$ cat src/rtl/core/h2r_pkg.sv
// Shared widths, constants, codes and the queue entry type for the HSV to RGB converter.
package h2r_pkg;

	localparam int HUE_W    = 9;
	localparam int PCT_W    = 7;
	localparam int CHAN_W   = 8;
	localparam int SECTOR_W = 3;
	localparam int FRAC_W   = 6;   // hue offset inside a sector, 0..59
	localparam int NUM_W    = 13;  // channel numerator, 0..6000

	localparam int SECTOR_DEG = 60;
	localparam int FULL_TURN  = 360;
	localparam int PCT_MAX    = 100;
	localparam int NUM_ONE    = PCT_MAX * SECTOR_DEG;

	// floor(255 * v * num / 600000) == floor(floor(17 * v * num / 64) / 625)
	localparam int PROD_W   = 20;  // v * num <= 600000
	localparam int SCALED_W = 24;  // 17 * v * num
	localparam int DROP_SH  = 6;
	localparam int Y_W      = SCALED_W - DROP_SH;
	// ceil(2^28 / 625); exact division for every quotient input below 2^18
	localparam int RECIP    = 429497;
	localparam int RECIP_SH = 28;
	localparam int RECIP_W  = 19;
	localparam int MUL_W    = Y_W + RECIP_W;

	localparam int H2R_QUEUE_DEPTH = 2;

	typedef logic [SECTOR_W-1:0] sector_t;

	localparam sector_t SEC_R_TO_Y = 3'd0;
	localparam sector_t SEC_Y_TO_G = 3'd1;
	localparam sector_t SEC_G_TO_C = 3'd2;
	localparam sector_t SEC_C_TO_B = 3'd3;
	localparam sector_t SEC_B_TO_M = 3'd4;
	localparam sector_t SEC_M_TO_R = 3'd5;

	// lanes of the back end, one per candidate channel value
	localparam int LANE_V  = 0;
	localparam int LANE_P  = 1;
	localparam int LANE_Q  = 2;
	localparam int LANE_T  = 3;
	localparam int N_LANES = 4;

	typedef struct packed {
		logic [PCT_W-1:0] v;
		sector_t          sector;
		logic             grey;
		logic [NUM_W-1:0] num_p;
		logic [NUM_W-1:0] num_q;
		logic [NUM_W-1:0] num_t;
	} h2r_job_t;

endpackage

$ cat src/rtl/core/h2r_if.sv
// Stream interfaces for HSV input pixels and RGB result pixels.
interface h2r_hsv_if;
	import h2r_pkg::*;

	logic             valid;
	logic             ready;
	logic [HUE_W-1:0] hue;
	logic [PCT_W-1:0] saturation;
	logic [PCT_W-1:0] brightness;

	modport source (output valid, hue, saturation, brightness, input ready);
	modport sink (input valid, hue, saturation, brightness, output ready);
endinterface

interface h2r_rgb_if;
	import h2r_pkg::*;

	logic              valid;
	logic              ready;
	logic [CHAN_W-1:0] red;
	logic [CHAN_W-1:0] green;
	logic [CHAN_W-1:0] blue;

	modport source (output valid, red, green, blue, input ready);
	modport sink (input valid, red, green, blue, output ready);
endinterface

$ cat src/rtl/core/h2r_front.sv
// Front end: clamps and wraps the pixel, finds the hue sector and the channel numerators.
module h2r_front (
	h2r_hsv_if.sink           hsv,
	output logic              push_valid,
	input  logic              push_ready,
	output h2r_pkg::h2r_job_t push_job
);
	import h2r_pkg::*;

	logic [HUE_W-1:0]  hue_w;
	logic [HUE_W-1:0]  base;
	logic [FRAC_W-1:0] m;
	logic [PCT_W-1:0]  s_cl;
	logic [PCT_W-1:0]  v_cl;
	sector_t           sector;
	logic [NUM_W-1:0]  sm;
	logic [NUM_W-1:0]  s_rest;

	always_comb begin
		if (hsv.hue >= HUE_W'(FULL_TURN)) begin
			hue_w = hsv.hue - HUE_W'(FULL_TURN);
		end else begin
			hue_w = hsv.hue;
		end

		priority if (hue_w >= HUE_W'(5 * SECTOR_DEG)) begin
			sector = SEC_M_TO_R;
			base   = HUE_W'(5 * SECTOR_DEG);
		end else if (hue_w >= HUE_W'(4 * SECTOR_DEG)) begin
			sector = SEC_B_TO_M;
			base   = HUE_W'(4 * SECTOR_DEG);
		end else if (hue_w >= HUE_W'(3 * SECTOR_DEG)) begin
			sector = SEC_C_TO_B;
			base   = HUE_W'(3 * SECTOR_DEG);
		end else if (hue_w >= HUE_W'(2 * SECTOR_DEG)) begin
			sector = SEC_G_TO_C;
			base   = HUE_W'(2 * SECTOR_DEG);
		end else if (hue_w >= HUE_W'(SECTOR_DEG)) begin
			sector = SEC_Y_TO_G;
			base   = HUE_W'(SECTOR_DEG);
		end else begin
			sector = SEC_R_TO_Y;
			base   = '0;
		end
		m = FRAC_W'(hue_w - base);

		s_cl = (hsv.saturation > PCT_W'(PCT_MAX)) ? PCT_W'(PCT_MAX) : hsv.saturation;
		v_cl = (hsv.brightness > PCT_W'(PCT_MAX)) ? PCT_W'(PCT_MAX) : hsv.brightness;

		sm     = NUM_W'(s_cl) * NUM_W'(m);
		s_rest = NUM_W'(s_cl) * NUM_W'(FRAC_W'(SECTOR_DEG) - m);

		push_job.v      = v_cl;
		push_job.sector = sector;
		push_job.grey   = (s_cl == '0);
		push_job.num_p  = NUM_W'(PCT_W'(PCT_MAX) - s_cl) * NUM_W'(SECTOR_DEG);
		push_job.num_q  = NUM_W'(NUM_ONE) - sm;
		push_job.num_t  = NUM_W'(NUM_ONE) - s_rest;
	end

	assign push_valid = hsv.valid;
	assign hsv.ready  = push_ready;

endmodule

$ cat src/rtl/core/h2r_queue.sv
// Short FIFO of classified pixels between the front end and the back end.
module h2r_queue #(
	parameter int DEPTH = h2r_pkg::H2R_QUEUE_DEPTH
) (
	input  logic              clk,
	input  logic              arst_n,
	input  logic              push_valid,
	output logic              push_ready,
	input  h2r_pkg::h2r_job_t push_job,
	output logic              pop_valid,
	input  logic              pop_ready,
	output h2r_pkg::h2r_job_t pop_job
);
	import h2r_pkg::*;

	localparam int PTR_W = $clog2(DEPTH);
	localparam int CNT_W = $clog2(DEPTH + 1);

	h2r_job_t           slot_q [DEPTH];
	logic [PTR_W-1:0]   wr_ptr_q;
	logic [PTR_W-1:0]   rd_ptr_q;
	logic [CNT_W-1:0]   cnt_q;
	logic               push;
	logic               pop;

	assign push_ready = (cnt_q != CNT_W'(DEPTH));
	assign pop_valid  = (cnt_q != '0);
	assign pop_job    = slot_q[rd_ptr_q];
	assign push       = push_valid && push_ready;
	assign pop        = pop_valid && pop_ready;

	always_ff @(posedge clk or negedge arst_n) begin
		if (!arst_n) begin
			wr_ptr_q <= '0;
			rd_ptr_q <= '0;
			cnt_q    <= '0;
		end else begin
			if (push) begin
				wr_ptr_q <= (wr_ptr_q == PTR_W'(DEPTH - 1)) ? '0 : wr_ptr_q + 1'b1;
			end
			if (pop) begin
				rd_ptr_q <= (rd_ptr_q == PTR_W'(DEPTH - 1)) ? '0 : rd_ptr_q + 1'b1;
			end
			if (push && !pop) begin
				cnt_q <= cnt_q + 1'b1;
			end else if (pop && !push) begin
				cnt_q <= cnt_q - 1'b1;
			end
		end
	end

	always_ff @(posedge clk) begin
		if (push) begin
			slot_q[wr_ptr_q] <= push_job;
		end
	end

`ifndef SYNTHESIS
	a_cnt_bound: assert property (@(posedge clk) disable iff (!arst_n)
		cnt_q <= CNT_W'(DEPTH))
		else $error("queue fill count beyond depth");

	a_cnt_up: assert property (@(posedge clk) disable iff (!arst_n)
		push && !pop |=> cnt_q == $past(cnt_q) + 1'b1)
		else $error("queue count missed a push");

	a_cnt_down: assert property (@(posedge clk) disable iff (!arst_n)
		pop && !push |=> cnt_q == $past(cnt_q) - 1'b1)
		else $error("queue count missed a pop");
`endif

endmodule

$ cat src/rtl/core/h2r_back.sv
// Back end: four-lane scaling pipeline and sector-based channel selection.
module h2r_back (
	input  logic              clk,
	input  logic              arst_n,
	input  logic              pop_valid,
	output logic              pop_ready,
	input  h2r_pkg::h2r_job_t pop_job,
	h2r_rgb_if.source         rgb
);
	import h2r_pkg::*;

	logic                adv;
	logic [NUM_W-1:0]    num    [N_LANES];
	logic [SCALED_W-1:0] scaled [N_LANES];
	logic [CHAN_W-1:0]   chan   [N_LANES];

	logic                vld_s1, vld_s2, vld_s3, vld_q;
	sector_t             sector_s1, sector_s2, sector_s3;
	logic                grey_s1, grey_s2, grey_s3;
	logic [PROD_W-1:0]   prod_s1 [N_LANES];
	logic [Y_W-1:0]      y_s2    [N_LANES];
	logic [MUL_W-1:0]    mul_s3  [N_LANES];
	logic [CHAN_W-1:0]   red_q, green_q, blue_q;

	// whole pipeline moves when the output register is empty or being drained
	assign adv       = !vld_q || rgb.ready;
	assign pop_ready = adv;

	always_comb begin
		num[LANE_V] = NUM_W'(NUM_ONE);
		num[LANE_P] = pop_job.num_p;
		num[LANE_Q] = pop_job.num_q;
		num[LANE_T] = pop_job.num_t;
		for (int k = 0; k < N_LANES; k++) begin
			scaled[k] = (SCALED_W'(prod_s1[k]) << 4) + SCALED_W'(prod_s1[k]);
			chan[k]   = mul_s3[k][RECIP_SH +: CHAN_W];
		end
	end

	always_ff @(posedge clk or negedge arst_n) begin
		if (!arst_n) begin
			vld_s1 <= 1'b0;
			vld_s2 <= 1'b0;
			vld_s3 <= 1'b0;
			vld_q  <= 1'b0;
		end else if (adv) begin
			vld_s1 <= pop_valid;
			vld_s2 <= vld_s1;
			vld_s3 <= vld_s2;
			vld_q  <= vld_s3;
		end
	end

	always_ff @(posedge clk) begin
		if (adv) begin
			sector_s1 <= pop_job.sector;
			grey_s1   <= pop_job.grey;
			sector_s2 <= sector_s1;
			grey_s2   <= grey_s1;
			sector_s3 <= sector_s2;
			grey_s3   <= grey_s2;
			for (int k = 0; k < N_LANES; k++) begin
				prod_s1[k] <= PROD_W'(pop_job.v) * PROD_W'(num[k]);
				y_s2[k]    <= scaled[k][SCALED_W-1:DROP_SH];
				mul_s3[k]  <= MUL_W'(y_s2[k]) * MUL_W'(RECIP);
			end
			if (grey_s3) begin
				red_q   <= chan[LANE_V];
				green_q <= chan[LANE_V];
				blue_q  <= chan[LANE_V];
			end else begin
				unique case (sector_s3)
					SEC_R_TO_Y: begin
						red_q   <= chan[LANE_V];
						green_q <= chan[LANE_T];
						blue_q  <= chan[LANE_P];
					end
					SEC_Y_TO_G: begin
						red_q   <= chan[LANE_Q];
						green_q <= chan[LANE_V];
						blue_q  <= chan[LANE_P];
					end
					SEC_G_TO_C: begin
						red_q   <= chan[LANE_P];
						green_q <= chan[LANE_V];
						blue_q  <= chan[LANE_T];
					end
					SEC_C_TO_B: begin
						red_q   <= chan[LANE_P];
						green_q <= chan[LANE_Q];
						blue_q  <= chan[LANE_V];
					end
					SEC_B_TO_M: begin
						red_q   <= chan[LANE_T];
						green_q <= chan[LANE_P];
						blue_q  <= chan[LANE_V];
					end
					default: begin
						red_q   <= chan[LANE_V];
						green_q <= chan[LANE_P];
						blue_q  <= chan[LANE_Q];
					end
				endcase
			end
		end
	end

	assign rgb.valid = vld_q;
	assign rgb.red   = red_q;
	assign rgb.green = green_q;
	assign rgb.blue  = blue_q;

`ifndef SYNTHESIS
	a_s3_to_out: assert property (@(posedge clk) disable iff (!arst_n)
		adv && vld_s3 |=> vld_q)
		else $error("pixel lost between last stage and output register");

	a_grey_equal: assert property (@(posedge clk) disable iff (!arst_n)
		adv && vld_s3 && grey_s3 |=> (rgb.red == rgb.green) && (rgb.green == rgb.blue))
		else $error("grey pixel left with unequal channels");

	a_sector_range: assert property (@(posedge clk) disable iff (!arst_n)
		vld_s3 |-> sector_s3 <= SEC_M_TO_R)
		else $error("hue sector out of range in pipeline");
`endif

endmodule

$ cat src/rtl/core/hsv_to_rgb_pixel.sv
// Top level of the HSV to RGB pixel converter.
// Converts one pixel per clock from hue (degrees, 360..511 wrap by 360) and saturation and
// brightness (percent, clamped at 100) to 8-bit red, green and blue, each the exact floor of
// 255 times the channel fraction. Sustained rate is one pixel every cycle while the output
// is not stalled. Each pixel passes through the queue and then the four-stage scaling
// pipeline in the back end (multiply by brightness, scale by 17/64, reciprocal multiply for
// the division by 625, sector select into the output register), which advances as a whole
// whenever its output register is empty or being taken. A short queue between the front end
// and the back end keeps input transfers going while a finished result waits, until it is
// full. No state is kept between pixels and no configuration exists.
module hsv_to_rgb_pixel #(
	parameter int QUEUE_DEPTH = h2r_pkg::H2R_QUEUE_DEPTH
) (
	input  logic      clk,
	input  logic      arst_n,
	h2r_hsv_if.sink   hsv,
	h2r_rgb_if.source rgb
);
	import h2r_pkg::*;

	logic     push_valid;
	logic     push_ready;
	h2r_job_t push_job;
	logic     pop_valid;
	logic     pop_ready;
	h2r_job_t pop_job;

	h2r_front u_front (
		.hsv        (hsv),
		.push_valid (push_valid),
		.push_ready (push_ready),
		.push_job   (push_job)
	);

	h2r_queue #(
		.DEPTH (QUEUE_DEPTH)
	) u_queue (
		.clk        (clk),
		.arst_n     (arst_n),
		.push_valid (push_valid),
		.push_ready (push_ready),
		.push_job   (push_job),
		.pop_valid  (pop_valid),
		.pop_ready  (pop_ready),
		.pop_job    (pop_job)
	);

	h2r_back u_back (
		.clk       (clk),
		.arst_n    (arst_n),
		.pop_valid (pop_valid),
		.pop_ready (pop_ready),
		.pop_job   (pop_job),
		.rgb       (rgb)
	);

endmodule
$ cat src/flat_wrapper.sv
// flat-port wrapper written by rule: the top's interface ports become plain ports
module hsv_to_rgb_pixel_flat import h2r_pkg::*;
#(
	parameter int QUEUE_DEPTH = h2r_pkg::H2R_QUEUE_DEPTH
)
  (clk, arst_n, hsv_valid, hsv_hue, hsv_saturation, hsv_brightness, hsv_ready, rgb_valid, rgb_red, rgb_green, rgb_blue, rgb_ready);
  h2r_hsv_if hsv_i ();
  h2r_rgb_if rgb_i ();
  input  logic clk;
  input  logic arst_n;
  input wire logic [$bits(hsv_i.valid)-1:0] hsv_valid;
  input wire logic [$bits(hsv_i.hue)-1:0] hsv_hue;
  input wire logic [$bits(hsv_i.saturation)-1:0] hsv_saturation;
  input wire logic [$bits(hsv_i.brightness)-1:0] hsv_brightness;
  output wire logic [$bits(hsv_i.ready)-1:0] hsv_ready;
  output wire logic [$bits(rgb_i.valid)-1:0] rgb_valid;
  output wire logic [$bits(rgb_i.red)-1:0] rgb_red;
  output wire logic [$bits(rgb_i.green)-1:0] rgb_green;
  output wire logic [$bits(rgb_i.blue)-1:0] rgb_blue;
  input wire logic [$bits(rgb_i.ready)-1:0] rgb_ready;
  assign hsv_i.valid = hsv_valid;
  assign hsv_i.hue = hsv_hue;
  assign hsv_i.saturation = hsv_saturation;
  assign hsv_i.brightness = hsv_brightness;
  assign hsv_ready = hsv_i.ready;
  assign rgb_valid = rgb_i.valid;
  assign rgb_red = rgb_i.red;
  assign rgb_green = rgb_i.green;
  assign rgb_blue = rgb_i.blue;
  assign rgb_i.ready = rgb_ready;
  hsv_to_rgb_pixel #(.QUEUE_DEPTH(QUEUE_DEPTH)) u_core (.clk(clk), .arst_n(arst_n), .hsv(hsv_i), .rgb(rgb_i));
endmodule
$ cat config.mk
export PLATFORM = sky130hd
export DESIGN_NAME = hsv_to_rgb_pixel_flat
export DESIGN_NICKNAME = d
export VERILOG_FILES = /design/src/rtl/core/h2r_pkg.sv /design/src/rtl/core/h2r_if.sv /design/src/rtl/core/h2r_front.sv /design/src/rtl/core/h2r_queue.sv /design/src/rtl/core/h2r_back.sv /design/src/rtl/core/hsv_to_rgb_pixel.sv /design/src/flat_wrapper.sv
export SDC_FILE = /design/constraint.sdc
export NUM_CORES = 2
export LEC_CHECK = 0
export BUFFER_PORTS_ARGS = -buffer_cell sky130_fd_sc_hd__buf_2
export CORE_MARGIN = 3
export CORE_UTILIZATION = 55
export CTS_BUF_LIST = sky130_fd_sc_hd__clkbuf_16
export DETAILED_ROUTE_END_ITERATION = 7
export PLACE_DENSITY = 0.7
export SETUP_SLACK_MARGIN = 0.4
export SYNTH_ARGS = -nofsm -noshare
export SYNTH_HDL_FRONTEND = slang
export SYNTH_HIERARCHICAL = 1
export SYNTH_SLANG_ARGS = --single-unit
$ cat constraint.sdc
create_clock -name clk -period 13.05 [get_ports clk]
set_input_delay 3.915 -clock clk [delete_from_list [all_inputs] [get_ports clk]]
set_output_delay 3.915 -clock clk [all_outputs]
set_load 0.05 [all_outputs]
Yosys cells after proc, flatten, opt, wreduce, memory -nomap -nowiden --
Memories as Yosys holds them, arrays and structs flattened. Cells that the tools add are included.
Cells by class: add/subtract/negate cells 14, multipliers 11, magnitude comparators 8, eq/ne operators 5, muxes and demuxes 27, reductions and logical operators 16
Operators by type and width (count):
- $mul A18 B19 Y37 const B | 4
- $add A24 B20 Y24 | 4
- $pmux W8 S3 | 3
- $mul A7 B13 Y20 | 3
- $mux W6 | 5
- $sub A13 B13 Y13 const A | 2
- $mux W8 | 3
- $ge A9 B8 Y1 const B | 2
- $ge A9 B9 Y1 const B | 2
- $mul A7 B9 Y16 const B | 1
- $gt A7 B7 Y1 const B | 2
- $mux W7 | 2
- $mul A13 B4 Y11 const B | 1
- $mul A7 B6 Y13 | 1
- $mul A8 B7 Y13 | 1
- $ge A9 B6 Y1 const B | 1
- $ge A9 B7 Y1 const B | 1
- $mux W9 | 1
- $sub A9 B9 Y9 const B | 1
- $mux W2 | 4
- $reduce_or A2 Y1 | 4
- $sub A7 B7 Y8 const A | 1
- $logic_not A7 Y1 | 1
- $mux W1 | 7
- 15 further kinds | 24
Word-level totals: register bits 44, RAM bits 396, input port bits 27, word-level logic and storage cells 101, memories kept 4
Memories:
- u_core.u_back.mul_s3 | words 4, bits a word 37, read ports 4, clocked after Yosys merged registers in 0, write ports 4, line h2r_back.sv:22 | logic [MUL_W-1:0] mul_s3 [N_LANES];
- u_core.u_queue.slot_q | words 2, bits a word 48, read ports 1, clocked after Yosys merged registers in 0, write ports 1, line h2r_queue.sv:19 | h2r_job_t slot_q [DEPTH];
- u_core.u_back.prod_s1 | words 4, bits a word 20, read ports 4, clocked after Yosys merged registers in 0, write ports 4, line h2r_back.sv:20 | logic [PROD_W-1:0] prod_s1 [N_LANES];
- u_core.u_back.y_s2 | words 4, bits a word 18, read ports 4, clocked after Yosys merged registers in 0, write ports 4, line h2r_back.sv:21 | logic [Y_W-1:0] y_s2 [N_LANES];

Longest topological paths before layout --
depth in word-level cells 12, mapped depth 34, depth with buffers taken out 32

Hierarchy --
The synthesis kept the hierarchy.
By module, submodules not included:
- h2r_back | instances 1, cells each 4191, area each 42721.0 um2
- h2r_front | instances 1, cells each 576, area each 4568.1 um2
- h2r_queue | instances 1, cells each 174, area each 4055.1 um2

Least setup slack after synthesis --
OpenSTA, ideal clock, no wires.
kind input to register, start in hsv_hue[4], end mem u_core/u_queue/slot_q[0][12] (netlist name) (data pin), library setup time 0.269 ns, arrival 10.568 ns, data required time 12.781 ns, path slack 2.213 ns, stages 29, buffers on the path 0, path through inv_1 -> ha_1 -> nand4bb_1 -> or4_4 -> a21boi_0 -> a31o_2 -> a21oi_1 -> o31ai_1 -> o311ai_0 -> ha_1 -> fa_1 -> xor2_1 -> nor4_1 -> o21ai_0 -> nor3b_1 -> fa_1 -> inv_1 -> fa_1 -> fa_1 -> inv_1 -> fa_1 -> inv_1 -> ha_1 -> o21ai_0 -> nand2b_1 -> a31oi_1 -> o21ai_0 -> xnor2_1 -> xnor2_1
RTL lines:
- start, declared | line flat_wrapper.sv:12 | input wire logic [$bits(hsv_i.hue)-1:0] hsv_hue;
- end, declared | line h2r_queue.sv:19

==> results.ini <==
[sta]
fin_skew_ps = 33.4
rsz0062_at_grt = no
slew_headroom_pct = 27.7
fmaxAchievable_ghz = 0.0868
worst_pin_slew_ps = 1080
period_share_pct = 88.3
timing.setup.tns_ps = 0
finalMaxSlewViolations = 0
min_period_ps = 11520
finalSetupViolCount = 0
hold_violations = 0

[clock_network]
clock_path_buffers = 3
path_clk_slew_ps = 60
clock_sinks = 324
htree_levels = 2
cts-buffers-inserted = 41
cts-root-buf = clkbuf_16
post_cts_buffers = 0
cts_resized = 0
clk_latency_ps = 590
cts_hold_buffers = 0
cts_tree = built

[critical_path]
cp.arrival_ps = 11800
crit_top_cell = fa_1
reg2reg_depth = 18
max_stage_delay_ps = 680
crit_path_end = u_core/u_queue/slot_q[1][12]
reg2reg_slack_ps = 6600
reg2reg_to = u_core/u_back/mul_s3[2][34]
start_kind = primary input
reg2reg_from = u_core/u_back/y_s2[2][10]
worst_ep_required_time_ps = 13330
worstSetupEndpointType = register
cp_max_fo = 10
critPathSlowestCell = xor2_1
crit_type = in2reg
startpoint = hsv_hue[4]

[route]
postRouteAntennaNets = 0
dr.pass1.iters = 7
drt-met1-wl_um = 47800
viasPerCell = 5.31
met3_wirelength_um = 4600
drc = 0
routed_wl_um = 102000
routed-wl-met2_um = 48200
wl_per_cell_um = 16.4
routed.top_layer = met5
via_count = 33200
drt_iter0_markers = 1684

[synth]
synthesis.area_um2 = 51300
synth_edf_count = 316
yosysTopAreaCellShare_pct = 29.3
synth_top_family_by_area = adder cells
synth.avg_cell_area_um2 = 10.4
synthCells = 4941
yosysUniqueCellTypes = 99
yosys_warnings = 6
yosys.area_share.simple_pct = 8.24
synth_compound_area_share_pct = 7.25
yosysSeqAreaShare_pct = 18.9
synth-seq-cells = 324
muxShareOfSynthArea_pct = 2.34
synth_fa_ha_area_share_pct = 50.3
async_flop_share_pct = 2.47
ys_top_cells_by_area = fa_1, ha_1, edfxtp_1, inv_1, nand2_1
synthFlopType = edfxtp_1
synth.largest_area_cell = fa_1
synth-xor-area-share_pct = 3.33

[global_routing]
grt_pass1_vias = 35200
grt-ovfl-total = 0
grt_max_degree = 72
antenna_found_initial = 3
grt_util_all_layers_pct = 21.9
grt_first_pass_wirelength_um = 175000

[final_layout]
fin_util_pct = 58.8
area_growth_syn_to_layout_pct = 5.46
final_nets = 6612
instances_no_fill = 6247
antenna_cells = 0
drive_gt1_share_pct = 4.96

[flow_run]
max-cap-violations = 0

[floorplanning]
pin_count = 53
die_w_um = 312
design.die.area_um2 = 97100
start_util_pct = 55.8
fp.dieH_um = 312
core_area_um2 = 92100
rows = 111

[outcome]
outcome = completed

[place]
numPortBuffers = 52
place.gp.congestion = 0.937
dpl.cell_count = 6172
dpl.hpwl_um = 85900

[hold_path]
hold_class = reg2reg

==> metal layers <==
layer | global-route usage [%] | vias to the layer above
met2 | 36.8 | 607
li1 | - | 16000
met5 | 0 | -
met4 | 4.11 | 2
met1 | 30.9 | 16400
met3 | 2.71 | 99
==> synthesized netlist by cell type (25+ instances only) <==
| master | count |
|---|---|
| nand2b_1 | 25 |
| a21oi_1 | 159 |
| mux2i_1 | 41 |
| and2_1 | 103 |
| nor3_1 | 61 |
| xor2_1 | 57 |
| o21a_1 | 26 |
| fa_1 | 751 |
| nand2_1 | 324 |
| clkbuf_1 | 52 |
| inv_1 | 1201 |
| xnor2_1 | 138 |
| a21o_1 | 61 |
| nand3_1 | 44 |
| mux2_4 | 49 |
| edfxtp_1 | 316 |
| ha_1 | 862 |
| o21ai_0 | 88 |
| nor2_1 | 163 |
==> metrics by stage <==
| step | area, µm² | setup WS, ps | hold WS (ps) |
|---|---|---|---|
| floorplan | 51400 | 2210 | 400 |
| global placement | 52800 | 1070 | 402 |
| detailed placement | 52800 | 1080 | 406 |
| CTS | 54100 | 1650 | 426 |
| global route | 54100 | 930 | 426 |
| finish | 54100 | 1530 | 422 |
==> layout by cell type (no fill, tap or decap), types with 14 or more instances in the layout <==
| cell | synthesis | routed |
|---|---|---|
| a211oi_1 | 21 | 21 |
| a21o_1 | 61 | 61 |
| a21oi_1 | 159 | 159 |
| a221oi_1 | 14 | 14 |
| a31oi_1 | 17 | 17 |
| and2_1 | 103 | 103 |
| and3_1 | 21 | 20 |
| buf_2 | 3 | 52 |
| clkbuf_16 | 0 | 41 |
| edfxtp_1 | 316 | 316 |
| fa_1 | 751 | 751 |
| ha_1 | 862 | 862 |
| inv_1 | 1201 | 1205 |
| mux2_4 | 49 | 49 |
| mux2i_1 | 41 | 41 |
| nand2_1 | 324 | 324 |
| nand2b_1 | 25 | 24 |
| nand3_1 | 44 | 44 |
| nand4_1 | 17 | 17 |
| nor2_1 | 163 | 162 |
| nor2b_1 | 23 | 23 |
| nor3_1 | 61 | 61 |
| o211ai_1 | 20 | 20 |
| o21a_1 | 26 | 26 |
| o21ai_0 | 88 | 88 |
| o21bai_1 | 20 | 20 |
| or2_2 | 20 | 20 |
| or3_1 | 17 | 17 |
| xnor2_1 | 138 | 138 |
| xor2_1 | 57 | 57 |
==> worst min path at each step <==
| stage | from | to | slack [ps] | cells past startpoint |
|---|---|---|---|---|
| floorplan | u_core/u_back/grey_s1 | u_core/u_back/grey_s2 | 400 | 0 |
| global placement | u_core/u_back/sector_s2[2] | u_core/u_back/sector_s3[2] | 400 | 0 |
| detailed placement | u_core/u_back/sector_s1[0] | u_core/u_back/sector_s2[0] | 410 | 0 |
| CTS | u_core/u_back/sector_s1[0] | u_core/u_back/sector_s2[0] | 430 | 0 |
| global route | u_core/u_back/grey_s2 | u_core/u_back/grey_s3 | 430 | 0 |
| finish | u_core/u_back/sector_s1[0] | u_core/u_back/sector_s2[0] | 420 | 0 |
==> kinds of logic (layout without fill, tap and decap cells) <==
kind of cell | Yosys count | count (layout)
xor gates and xnor gates | 195 | 195
muxes | 95 | 95
and+or+nand+nor | 874 | 874
buffers and inverters | 1278 | 1338
other | 2 | 5
DFF | 324 | 324
adders and majority gates | 1614 | 1614
AOI/OAI and AO/OA | 559 | 559
==> state kept, by name (all words and copies together) (netlist names), 2 cells and up <==
| name | cells |
|---|---|
| u_core/u_queue/slot_q | 100 |
| u_core/u_back/prod_s1 | 76 |
| u_core/u_back/y_s2 | 72 |
| u_core/u_back/mul_s3 | 32 |
| u_core/u_back/rgb.blue | 8 |
| u_core/u_back/rgb.green | 8 |
| u_core/u_back/rgb.red | 8 |
| u_core/u_back/sector_s1 | 3 |
| u_core/u_back/sector_s2 | 3 |
| u_core/u_back/sector_s3 | 3 |
| u_core/u_queue/cnt_q | 2 |
==> final cells by class <==
type                       count  area (µm²)
inverter                    1203        4520
sequential                   324        9690
clock inverter                34         309
tap                         1243        1560
fill                        7795       37900
clock buffer                  41        1030
timing repair buffer          60         320
multi-input combinational   3342       36700
==> worst max-delay path, delay by kind of cell <==
family | cells | cell delay, ps
buffers and inverters | 5 | 430
adders and majority gates | 8 | 3120
xor gates and xnor gates | 3 | 970
AOI/OAI and AO/OA | 8 | 1830
and+or+nand+nor | 6 | 1520
Power is left out: the tool's default activity adds up to more than one toggle a clock period on the data nets, which glitch-free logic cannot reach.
